===== src/slrp_pkg.sv =====
// ----------------------------------------------------------------------------
// Stepper linear ramp profile - package
// Types, command/status bundles and fixed constants shared by the block.
// ----------------------------------------------------------------------------
`default_nettype none

package slrp_pkg;

    localparam int HALF_W    = 16;
    localparam int MAG_W     = 15;
    localparam int PROD_W    = 31;
    localparam int HOLD_W    = 5;
    localparam int DIV_CNT_W = 5;
    localparam int CFG_IDX_W = 2;
    localparam int PHASE_W   = 3;

    localparam logic [HALF_W-1:0] START_RESET  = 16'd3000;
    localparam logic [HALF_W-1:0] TARGET_RESET = 16'd400;
    localparam logic [HALF_W-1:0] RAMP_RESET   = 16'd1500;
    localparam logic [HALF_W-1:0] HALF_MIN     = 16'd2;

    localparam logic [CFG_IDX_W-1:0] CFG_START  = 2'd0;
    localparam logic [CFG_IDX_W-1:0] CFG_TARGET = 2'd1;
    localparam logic [CFG_IDX_W-1:0] CFG_RAMP   = 2'd2;

    typedef enum logic [PHASE_W-1:0] {
        PH_IDLE    = 3'd0,
        PH_ACCEL   = 3'd1,
        PH_CRUISE  = 3'd2,
        PH_HOLD1   = 3'd3,
        PH_RELEASE = 3'd4,
        PH_HOLD2   = 3'd5,
        PH_DECEL   = 3'd6
    } phase_t;

    typedef enum logic [1:0] {
        SEQ_IDLE,
        SEQ_MUL,
        SEQ_DIV,
        SEQ_DONE
    } seq_t;

    typedef enum logic [1:0] {
        HALF_START,
        HALF_TARGET,
        HALF_ACCEL,
        HALF_DECEL
    } half_sel_t;

    typedef struct packed {
        logic      prep;
        logic      mul;
        logic      div_step;
        logic      half_we;
        half_sel_t half_sel;
        logic      elapsed_clr;
        logic      elapsed_inc;
        logic      out_load;
        logic      out_written;
        phase_t    out_phase;
    } cmd_t;

    typedef struct packed {
        logic elapsed_done;
        logic div_last;
        logic out_busy;
    } status_t;

endpackage

`default_nettype wire


===== src/slrp_datapath.sv =====
// ----------------------------------------------------------------------------
// Stepper linear ramp profile - datapath
// Config registers, clamps, ramp counter, multiplier, bit-serial divider,
// half period register and the output word register.
// ----------------------------------------------------------------------------
`default_nettype none

module slrp_datapath #(
    parameter int HALF_PERIOD_MAX = 32768
) (
    input  wire                              clk,
    input  wire                              rst_n,
    input  wire                              cfg_we,
    input  wire [slrp_pkg::CFG_IDX_W-1:0]    cfg_index,
    input  wire [slrp_pkg::HALF_W-1:0]       cfg_data,
    input  slrp_pkg::cmd_t                   cmd,
    output slrp_pkg::status_t                status,
    input  wire                              out_stall,
    output logic                             out_valid,
    output logic [slrp_pkg::HALF_W-1:0]      half_period,
    output logic [slrp_pkg::HALF_W-1:0]      reload_value,
    output logic                             period_written,
    output logic                             pulses_enabled,
    output logic [slrp_pkg::PHASE_W-1:0]     phase_now
);
    import slrp_pkg::*;

    localparam logic [HALF_W-1:0] HMAX = HALF_W'(HALF_PERIOD_MAX);

    logic [HALF_W-1:0]    start_reg;
    logic [HALF_W-1:0]    target_reg;
    logic [HALF_W-1:0]    ramp_reg;
    logic [HALF_W-1:0]    elapsed_reg;
    logic [HALF_W-1:0]    current_half_reg;
    logic [MAG_W-1:0]     mag_reg;
    logic                 neg_reg;
    logic [PROD_W-1:0]    quo_reg;
    logic [HALF_W-1:0]    rem_reg;
    logic [DIV_CNT_W-1:0] cnt_reg;
    logic                 out_valid_reg;
    logic [HALF_W-1:0]    out_half_reg;
    logic [HALF_W-1:0]    out_reload_reg;
    logic                 out_written_reg;
    phase_t               out_phase_reg;

    logic [HALF_W-1:0]    s_clamp;
    logic [HALF_W-1:0]    t_clamp;
    logic [HALF_W-1:0]    r_eff;
    logic [HALF_W:0]      rem_shift;
    logic [HALF_W:0]      rem_diff;
    logic                 rem_ge;
    logic [HALF_W-1:0]    q_ext;
    logic [HALF_W-1:0]    accel_half;
    logic [HALF_W-1:0]    decel_half;
    logic [HALF_W-1:0]    half_next;

    always_comb
    begin
        if (start_reg < HALF_MIN)
            s_clamp = HALF_MIN;
        else if (start_reg > HMAX)
            s_clamp = HMAX;
        else
            s_clamp = start_reg;

        if (target_reg < HALF_MIN)
            t_clamp = HALF_MIN;
        else if (target_reg > HMAX)
            t_clamp = HMAX;
        else
            t_clamp = target_reg;

        r_eff = (ramp_reg == '0) ? HALF_W'(1) : ramp_reg;
    end

    assign rem_shift = {rem_reg, quo_reg[PROD_W-1]};
    assign rem_diff  = rem_shift - {1'b0, r_eff};
    assign rem_ge    = (rem_shift >= {1'b0, r_eff});

    assign q_ext      = HALF_W'(quo_reg[MAG_W-1:0]);
    assign accel_half = neg_reg ? (s_clamp + q_ext) : (s_clamp - q_ext);
    assign decel_half = neg_reg ? (t_clamp - q_ext) : (t_clamp + q_ext);

    always_comb
    begin
        half_next = current_half_reg;
        if (cmd.half_we)
        begin
            case (cmd.half_sel)
                HALF_START:  half_next = s_clamp;
                HALF_TARGET: half_next = t_clamp;
                HALF_ACCEL:  half_next = accel_half;
                HALF_DECEL:  half_next = decel_half;
                default:     half_next = current_half_reg;
            endcase
        end
    end

    always_ff @(posedge clk or negedge rst_n)
    begin
        if (!rst_n)
        begin
            start_reg  <= START_RESET;
            target_reg <= TARGET_RESET;
            ramp_reg   <= RAMP_RESET;
        end
        else if (cfg_we)
        begin
            case (cfg_index)
                CFG_START:  start_reg  <= cfg_data;
                CFG_TARGET: target_reg <= cfg_data;
                CFG_RAMP:   ramp_reg   <= cfg_data;
                default:    ;
            endcase
        end
    end

    always_ff @(posedge clk or negedge rst_n)
    begin
        if (!rst_n)
        begin
            elapsed_reg      <= '0;
            current_half_reg <= START_RESET;
            out_valid_reg    <= 1'b0;
        end
        else
        begin
            if (cmd.elapsed_clr)
                elapsed_reg <= '0;
            else if (cmd.elapsed_inc)
                elapsed_reg <= elapsed_reg + HALF_W'(1);

            current_half_reg <= half_next;

            if (cmd.out_load)
                out_valid_reg <= 1'b1;
            else if (!out_stall)
                out_valid_reg <= 1'b0;
        end
    end

    always_ff @(posedge clk)
    begin
        if (cmd.prep)
        begin
            mag_reg <= (s_clamp >= t_clamp) ? MAG_W'(s_clamp - t_clamp)
                                            : MAG_W'(t_clamp - s_clamp);
            neg_reg <= (s_clamp < t_clamp);
        end

        if (cmd.mul)
        begin
            quo_reg <= PROD_W'(mag_reg) * PROD_W'(elapsed_reg);
            rem_reg <= '0;
            cnt_reg <= DIV_CNT_W'(PROD_W - 1);
        end
        else if (cmd.div_step)
        begin
            quo_reg <= {quo_reg[PROD_W-2:0], rem_ge};
            rem_reg <= rem_ge ? rem_diff[HALF_W-1:0] : rem_shift[HALF_W-1:0];
            cnt_reg <= cnt_reg - DIV_CNT_W'(1);
        end

        if (cmd.out_load)
        begin
            out_half_reg    <= half_next;
            out_reload_reg  <= {half_next[HALF_W-2:0], 1'b0} - HALF_W'(1);
            out_written_reg <= cmd.out_written;
            out_phase_reg   <= cmd.out_phase;
        end
    end

    assign status.elapsed_done = (elapsed_reg >= r_eff);
    assign status.div_last     = (cnt_reg == '0);
    assign status.out_busy     = out_valid_reg && out_stall;

    assign out_valid      = out_valid_reg;
    assign half_period    = out_half_reg;
    assign reload_value   = out_reload_reg;
    assign period_written = out_written_reg;
    assign pulses_enabled = (out_phase_reg != PH_IDLE);
    assign phase_now      = out_phase_reg;

endmodule

`default_nettype wire


===== src/slrp_controller.sv =====
// ----------------------------------------------------------------------------
// Stepper linear ramp profile - controller
// Motion phase machine with debounce counter, and the sequencer that runs
// the multiply and serial divide for ramp ticks.
// ----------------------------------------------------------------------------
`default_nettype none

module slrp_controller #(
    parameter int DEBOUNCE_TICKS = 20
) (
    input  wire                clk,
    input  wire                rst_n,
    input  wire                in_valid,
    output logic               in_stall,
    input  wire                start_request,
    input  wire                stop_pressed,
    input  slrp_pkg::status_t  status,
    output slrp_pkg::cmd_t     cmd
);
    import slrp_pkg::*;

    localparam logic [HOLD_W-1:0] HOLD_LIMIT = HOLD_W'(DEBOUNCE_TICKS);

    seq_t              seq_reg;
    seq_t              seq_next;
    phase_t            phase_reg;
    phase_t            phase_next;
    logic [HOLD_W-1:0] hold_reg;
    logic [HOLD_W-1:0] hold_next;
    logic [HOLD_W-1:0] hold_inc;
    logic              accept;

    assign in_stall = (seq_reg != SEQ_IDLE) || status.out_busy;
    assign accept   = in_valid && !in_stall;
    assign hold_inc = hold_reg + HOLD_W'(1);

    always_ff @(posedge clk or negedge rst_n)
    begin
        if (!rst_n)
        begin
            seq_reg   <= SEQ_IDLE;
            phase_reg <= PH_IDLE;
            hold_reg  <= '0;
        end
        else
        begin
            seq_reg   <= seq_next;
            phase_reg <= phase_next;
            hold_reg  <= hold_next;
        end
    end

    always_comb
    begin
        seq_next   = seq_reg;
        phase_next = phase_reg;
        hold_next  = hold_reg;
        cmd        = '0;
        cmd.half_sel  = HALF_START;
        cmd.out_phase = phase_reg;

        case (seq_reg)
            SEQ_IDLE:
            begin
                if (accept)
                begin
                    cmd.out_load = 1'b1;
                    case (phase_reg)
                        PH_ACCEL:
                        begin
                            if (stop_pressed)
                            begin
                                phase_next = PH_HOLD1;
                                hold_next  = '0;
                            end
                            else if (status.elapsed_done)
                            begin
                                cmd.half_we  = 1'b1;
                                cmd.half_sel = HALF_TARGET;
                                phase_next   = PH_CRUISE;
                            end
                            else
                            begin
                                cmd.out_load = 1'b0;
                                cmd.prep     = 1'b1;
                                seq_next     = SEQ_MUL;
                            end
                        end
                        PH_CRUISE:
                        begin
                            if (stop_pressed)
                            begin
                                phase_next = PH_HOLD1;
                                hold_next  = '0;
                            end
                        end
                        PH_HOLD1:
                        begin
                            if (hold_inc >= HOLD_LIMIT)
                            begin
                                phase_next = PH_RELEASE;
                                hold_next  = '0;
                            end
                            else
                                hold_next = hold_inc;
                        end
                        PH_RELEASE:
                        begin
                            if (!stop_pressed)
                            begin
                                phase_next = PH_HOLD2;
                                hold_next  = '0;
                            end
                        end
                        PH_HOLD2:
                        begin
                            if (hold_inc >= HOLD_LIMIT)
                            begin
                                phase_next      = PH_DECEL;
                                hold_next       = '0;
                                cmd.elapsed_clr = 1'b1;
                            end
                            else
                                hold_next = hold_inc;
                        end
                        PH_DECEL:
                        begin
                            if (status.elapsed_done)
                            begin
                                cmd.half_we  = 1'b1;
                                cmd.half_sel = HALF_START;
                                phase_next   = PH_IDLE;
                            end
                            else
                            begin
                                cmd.out_load = 1'b0;
                                cmd.prep     = 1'b1;
                                seq_next     = SEQ_MUL;
                            end
                        end
                        default:
                        begin
                            phase_next = PH_IDLE;
                            if (start_request)
                            begin
                                cmd.half_we     = 1'b1;
                                cmd.half_sel    = HALF_START;
                                cmd.elapsed_clr = 1'b1;
                                phase_next      = PH_ACCEL;
                                hold_next       = '0;
                            end
                        end
                    endcase
                    cmd.out_written = cmd.half_we;
                    cmd.out_phase   = phase_next;
                end
            end
            SEQ_MUL:
            begin
                cmd.mul  = 1'b1;
                seq_next = SEQ_DIV;
            end
            SEQ_DIV:
            begin
                cmd.div_step = 1'b1;
                if (status.div_last)
                    seq_next = SEQ_DONE;
            end
            SEQ_DONE:
            begin
                if (!status.out_busy)
                begin
                    cmd.half_we     = 1'b1;
                    cmd.half_sel    = (phase_reg == PH_DECEL) ? HALF_DECEL : HALF_ACCEL;
                    cmd.elapsed_inc = 1'b1;
                    cmd.out_load    = 1'b1;
                    cmd.out_written = 1'b1;
                    seq_next        = SEQ_IDLE;
                end
            end
            default:
                seq_next = SEQ_IDLE;
        endcase
    end

endmodule

`default_nettype wire


===== src/stepper_linear_ramp_profile.sv =====
// ----------------------------------------------------------------------------
// Stepper linear ramp profile - top level
// Trapezoidal step rate generator: one input word per 1 ms tick, one result
// word per tick. A tick that needs no ramp point (idle, cruise, holds,
// release wait, ramp end, STOP during accelerate) loads its result word when
// it is accepted. A ramp point during accelerate or decelerate runs in steps:
// one to form |start - target|, one 15x16 multiply by the elapsed count, the
// one-bit-a-cycle restoring divider by the ramp length, and one to apply
// the new half period once the output is free. Config writes are always
// ready and take effect at once; write them only between ticks.
// ----------------------------------------------------------------------------
`default_nettype none

module stepper_linear_ramp_profile #(
    parameter int DEBOUNCE_TICKS  = 20,
    parameter int HALF_PERIOD_MAX = 32768
) (
    input  wire                              clk,
    input  wire                              rst_n,
    input  wire                              cfg_valid,
    output logic                             cfg_ready,
    input  wire [slrp_pkg::CFG_IDX_W-1:0]    cfg_index,
    input  wire [slrp_pkg::HALF_W-1:0]       cfg_data,
    input  wire                              in_valid,
    output logic                             in_stall,
    input  wire                              start_request,
    input  wire                              stop_pressed,
    output logic                             out_valid,
    input  wire                              out_stall,
    output logic [slrp_pkg::HALF_W-1:0]      half_period,
    output logic [slrp_pkg::HALF_W-1:0]      reload_value,
    output logic                             period_written,
    output logic                             pulses_enabled,
    output logic [slrp_pkg::PHASE_W-1:0]     phase_now
);
    import slrp_pkg::*;

    cmd_t    cmd;
    status_t status;

    assign cfg_ready = 1'b1;

    slrp_controller #(
        .DEBOUNCE_TICKS (DEBOUNCE_TICKS)
    ) u_ctrl (
        .clk           (clk),
        .rst_n         (rst_n),
        .in_valid      (in_valid),
        .in_stall      (in_stall),
        .start_request (start_request),
        .stop_pressed  (stop_pressed),
        .status        (status),
        .cmd           (cmd)
    );

    slrp_datapath #(
        .HALF_PERIOD_MAX (HALF_PERIOD_MAX)
    ) u_dp (
        .clk            (clk),
        .rst_n          (rst_n),
        .cfg_we         (cfg_valid && cfg_ready),
        .cfg_index      (cfg_index),
        .cfg_data       (cfg_data),
        .cmd            (cmd),
        .status         (status),
        .out_stall      (out_stall),
        .out_valid      (out_valid),
        .half_period    (half_period),
        .reload_value   (reload_value),
        .period_written (period_written),
        .pulses_enabled (pulses_enabled),
        .phase_now      (phase_now)
    );

endmodule

`default_nettype wire


===== config.mk =====
export PLATFORM = sky130hd
export DESIGN_NAME = stepper_linear_ramp_profile
export DESIGN_NICKNAME = d
export VERILOG_FILES = /design/src/slrp_pkg.sv /design/src/slrp_datapath.sv /design/src/slrp_controller.sv /design/src/stepper_linear_ramp_profile.sv
export SDC_FILE = /design/constraint.sdc
export NUM_CORES = 1
export LEC_CHECK = 0
export BUFFER_PORTS_ARGS = -buffer_cell sky130_fd_sc_hd__buf_2
export CAP_MARGIN = 40
export CELL_PAD_IN_SITES_DETAIL_PLACEMENT = 0
export CELL_PAD_IN_SITES_GLOBAL_PLACEMENT = 1
export CORE_ASPECT_RATIO = 0.8
export CORE_UTILIZATION = 40
export CTS_BUF_LIST = sky130_fd_sc_hd__clkbuf_4
export DETAILED_ROUTE_END_ITERATION = 8
export PLACE_DENSITY = 0.66
export SLEW_MARGIN = 25
export SYNTH_ARGS = -nofsm -noshare
export SYNTH_HDL_FRONTEND = slang
export SYNTH_SLANG_ARGS = --single-unit

===== constraint.sdc =====
create_clock -name clk -period 7.4 [get_ports clk]
set_input_delay 0 -clock clk [delete_from_list [all_inputs] [get_ports clk]]
set_output_delay 0 -clock clk [all_outputs]
set_load 0.01 [all_outputs]

* After elaboration in Yosys (flattened, before gate mapping)
Index checks and enable logic that the tools add are counted. Widths: inputs -> output; s select.
Operators by class: $add $sub $neg 11, $mul 1, order comparisons 9, eq/ne operators 22, mux-type cells 65, bitwise gates (word level) 1, reductions and logical operators 24
Operator list (number):
- $mux 16 | 11
- $pmux 16 s4 | 1
- $mux 31 | 2
- $mux 3 | 13
- $add 16x15->16 | 2
- $ge 16x16->1 | 2
- $gt 16x16->1 const B | 2
- $lt 16x2->1 const B | 2
- $sub 16x15->16 | 2
- $mul 15x16->31 | 1
- $sub 15x15->15 | 2
- $mux 5 | 5
- $pmux 5 s4 | 1
- $pmux 3 s6 | 1
- $ge 17x16->1 | 1
- $add 16x1->16 const B | 1
- $logic_not 16->1 | 1
- $lt 16x16->1 | 1
- $sub 16x1->16 const B | 1
- $sub 16x16->16 | 1
- $mux 1 | 15
- $mux 15 | 1
- $eq 2x2->1 const B | 5
- $mux 2 | 5
- 32 further kinds | 54
Storage, ports and cells: bits in registers 195, input bits 25, output and inout port bits 40, logic and storage cells 151

* Depth between registers and ports, before layout
depth in word-level cells 12, mapped depth 26, gate-level depth less buffers 23

* Cells and area by module
A second synthesis with hierarchy kept.
Unflattened totals: cell total of the unflattened synthesis 2308, area total of the unflattened synthesis 21398.0 um^2
Modules (own cells, without submodules):
- slrp_datapath | instances 1, cells an instance 2192, area each 20410.8 um^2, seq. area each 4939.7 um^2
- slrp_controller | instances 1, cells an instance 114, area each 975.9 um^2, seq. area each 250.2 um^2
- stepper_linear_ramp_profile | instances 1, cells an instance 2, area each 11.3 um^2, seq. area each 0.0 um^2

* Least setup slack after synthesis
No wires, ideal clock.
kind register to register, from register u_dp.elapsed_reg[5], to register u_dp.quo_reg[29] (data pin), library setup time 0.261 ns, data arrival time 6.342 ns, data required time 7.139 ns, slack 0.797 ns, stages on the path, launching flop included 25, buffers on the path 3, period minus slack after synthesis 6.603 ns, cell sequence dfrtp_1 -> clkbuf_1 -> clkbuf_1 -> nand2_1 -> fa_1 -> inv_1 -> fa_1 -> fa_1 -> inv_1 -> fa_1 -> fa_1 -> inv_1 -> fa_1 -> ha_1 -> clkbuf_1 -> a21oi_1 -> o21ai_0 -> a221o_1 -> or3_1 -> a41oi_1 -> o31a_1 -> nor3_1 -> o31ai_1 -> and3_1 -> o31ai_1
On the way: word-level cells in the longest chain between the ends 2
RTL lines:
- start, declared | line slrp_datapath.sv:33 | logic [HALF_W-1:0] elapsed_reg;
- start signal, assigned | line slrp_datapath.sv:131 | elapsed_reg <= elapsed_reg + HALF_W'(1);
- $mul 15x16->31 | line slrp_datapath.sv:153 | quo_reg <= PROD_W'(mag_reg) * PROD_W'(elapsed_reg);
- $mux 31 | line slrp_datapath.sv:151 | if (cmd.mul)
- end signal, assigned | line slrp_datapath.sv:153
- end signal, assigned | line slrp_datapath.sv:159 | quo_reg <= {quo_reg[PROD_W-2:0], rem_ge};
- end, declared | line slrp_datapath.sv:37 | logic [PROD_W-1:0] quo_reg;
No other way between the ends. A chain may end at the register's enable or synchronous reset.

* Final worst setup path
from register u_dp.mag_reg[7], to register u_dp.quo_reg[29] (data pin)
On the way: word-level cells in the longest chain between the ends 2
RTL lines:
- start, declared | line slrp_datapath.sv:35 | logic [MAG_W-1:0] mag_reg;
- start signal, assigned | line slrp_datapath.sv:146 | mag_reg <= (s_clamp >= t_clamp) ? MAG_W'(s_clamp - t_clamp)
- $mul 15x16->31 | line slrp_datapath.sv:153
- $mux 31 | line slrp_datapath.sv:151
No other way between the ends.

==> impl_metrics.toml <==
[layout]
design_area_sq_um = 22800
fill_cells = 5065
layout_commonest_cell = "inv_1"
drive_above_1_share_pct = 11.9
mostFrequentLayoutCells = "275 x inv_1, 255 x nand2_1, 195 x ha_1, 185 x fa_1, 101 x and2_1"
seq_area_sq_um = 5190
nets = 2712
area_growth_pct = 9.20
final_core_utilization_pct = 44.4
largest_reg_flops = 31
multi_input_area_sq_um = 14300

[worst_hold_path]
hp-start = "cfg_data[8]"
hold_depth = 3
min_path_type = "input pin to register"
whs_endpoint = "u_dp.target_reg[8]"

[yosys]
synthFlopType = "edfxtp_1"
synth_mux_area_share_pct = 5.03
syn_area_per_cell_sq_um = 9.34
synthSimpleGateAreaFrac_pct = 15.8
synth.distinct_cells = 88
async_reset_ff_share_pct = 46.9
ys_warn_count = 0
synth_top_family_by_area = "adder cells"
synth_seq_area_share_pct = 24.9
synthAdderAreaFrac_pct = 29.6
synthXorXnorAreaFrac_pct = 4.66
synth_compound_area_share_pct = 13.2
synthCells = 2234
synth_edf_count = 82
netlist_area_sq_um = 20900
ys_ff_latch = 194

[detailed_routing]
dr.pass1.iters = 6
drc_errors = 0
routed_via_density = 5.43
vias = 16308
wl_per_cell_microns = 19.9
finalWirelength_microns = 59800
ant_nets = 0
drt_iter0_drc = 1227

[critical_path]
rr_endpoint = "u_dp.quo_reg[29]"
worst-r2r-setup-slack_ps = 440
reg2reg_depth = 20
worstSetupPathType = "register to register"
critPathCaptureType = "register"
critPathMaxFanout = 16
cp.arrival_ps = 7500
worstSetupStartpointType = "register"
worstReg2RegStart = "u_dp.mag_reg[7]"
cp.required_ps = 7940

[die]
die_w_microns = 257
die_y_microns = 206
start_util_pct = 40.7
io_pins = 65
dieArea_sq_um = 53100
core_sq_um = 51300
rows = 74

[timing]
finalSetupViolCount = 0
slew_violations = 0
hold_viol = 0
whs_ps = 87.3
fin_skew_ps = 45.9
slew_headroom_pct = 44.3
tightest_slew_ps = 832
fmax_mhz = 144
final.setup.tns_ps = 0
period_share_pct = 94.1
rsz0062_at_grt = "no"
finalCriticalPeriod_ps = 6960

[global_route]
grt_pass1_wl_microns = 93300
grt_max_degree = 55
grt_usage_pct = 23.0
antenna_found_initial = 1
grt_pass1_vias = 16054
grt_overflow = 0

[clock_network]
clock_tree.root_cell = "clkbuf_4"
cts.clk_slew.worst_paths_ps = 200
cts.repair.resized = 0
cts_sinks = 194
post_cts_buffers = 0
cts_buffers = 17
clock_latency_ps = 710
htreeDepth = 4
cts_tree = "yes"
clk_path_buf_depth = 2

[power_and_ir_drop]
internal_power_mw = 3.80
p_sw_share_pct = 49.3
seq_power_share_pct = 26.3
leakagePower_nw = 10.9
pwr-share-comb_pct = 65.0
vdd_ir_drop_max_uv = 524
net-switching-power_mw = 3.69
p_clk_share_pct = 8.7
power_density_nw_per_um2 = 329

[place]
portBuffers = 62
detailed_place_hpwl_microns = 47700
placed_area_sq_um = 22100
gp_congestion = 0.951

[run]
drv_cap = 0

[run_status]
outcome = "completed"
## cells in the mapped netlist, types with 28 or more instances
master | number | share of area, %
inv_1 | 275 | 4.9
nand2_1 | 255 | 4.6
ha_1 | 197 | 12
fa_1 | 185 | 18
and2_1 | 101 | 3.0
a21oi_1 | 99 | 2.4
nor2_1 | 99 | 1.8
o21ai_0 | 89 | 2.1
clkbuf_1 | 82 | 1.5
edfxtp_1 | 82 | 12
mux2_2 | 71 | 3.8
dfrtp_1 | 67 | 8.0
xnor2_1 | 60 | 2.5
xor2_1 | 51 | 2.1
a21o_1 | 38 | 1.4
nand3_1 | 33 | 0.79
a211oi_1 | 30 | 1.1
nor3_1 | 28 | 0.67
## critical path, stage by stage (launching register included)
cell      delay [ps]
edfxtp_1         900
nand2_1          160
fa_1             540
inv_1             50
fa_1             420
fa_1             570
fa_1             450
fa_1             520
fa_1             490
ha_1             370
a21oi_1          210
o21ai_0          110
a221o_1          340
or3_1            300
a41oi_1          200
buf_4            200
o31a_1           220
nor3_1           100
o31ai_1          310
a21oi_1          110
o31ai_1          230
## worst max-delay path by stage
| stage | startpoint | cells after the start | endpoint |
|---|---|---|---|
| global route | u_dp.elapsed_reg[4] | 22 | u_dp.quo_reg[30] |
| global placement | u_dp.mag_reg[7] | 21 | u_dp.quo_reg[29] |
| finish | u_dp.mag_reg[7] | 20 | u_dp.quo_reg[29] |
| floorplan | u_dp.elapsed_reg[5] | 24 | u_dp.quo_reg[29] |
| CTS | u_dp.mag_reg[7] | 20 | u_dp.quo_reg[29] |
| detailed placement | u_dp.elapsed_reg[3] | 20 | u_dp.quo_reg[29] |
## metrics by stage
step	instances	total power [mW]	worst slack (ps)
floorplan	2235	5.41	797
detailed placement	2935	6.78	473
global route	3003	8.16	58.5
global placement	2929	6.70	586
finish	3004	7.49	436
CTS	2999	7.49	411
## routing by layer
metal / GRT usage, % / up-vias / share of wire (%)
met5: 0 / - / 0
met4: 3.97 / 0 / 1.1
met3: 4.71 / 41 / 6.0
met2: 33.0 / 405 / 41
met1: 35.6 / 8111 / 52
li1: - / 7751 / -
## final cells by class
type	count	area share [%]
multi-input cells	1667	62.7
flip-flops and latches	194	22.8
repair buffers	146	4.81
inverters	279	4.61
well taps	684	3.75
clock inverters	15	0.785
clock buffers	17	0.560
diodes	2	0.0220
## power by group through the flow
stage | clock network [mW] | logic (mW) | registers [mW]
2_1_floorplan | 0 | 3.50 | 1.91
3_3_place_gp | 0 | 4.71 | 1.99
3_5_place_dp | 0 | 4.79 | 1.99
4_1_cts | 0.671 | 4.84 | 1.97
5_1_grt | 0.708 | 5.43 | 2.02
6_report | 0.650 | 4.87 | 1.97
## cells by family (layout without fill, tap and decap cells)
kind of cell | count (synthesis) | in the layout
buffers and inverters | 374 | 457
multiplexers | 96 | 96
adder cells (fa/ha/maj) | 382 | 382
AND/OR/NAND/NOR | 664 | 664
other | 1 | 4
AO/OA/AOI/OAI | 412 | 412
XOR/XNOR | 111 | 111
flip-flops | 194 | 194
## repair_timing
item	CTS	global route
hold buffers	32	1
setup endpoints to repair	0	0
hold endpoints to repair	153	13
(Power assumes the default switching activity.)
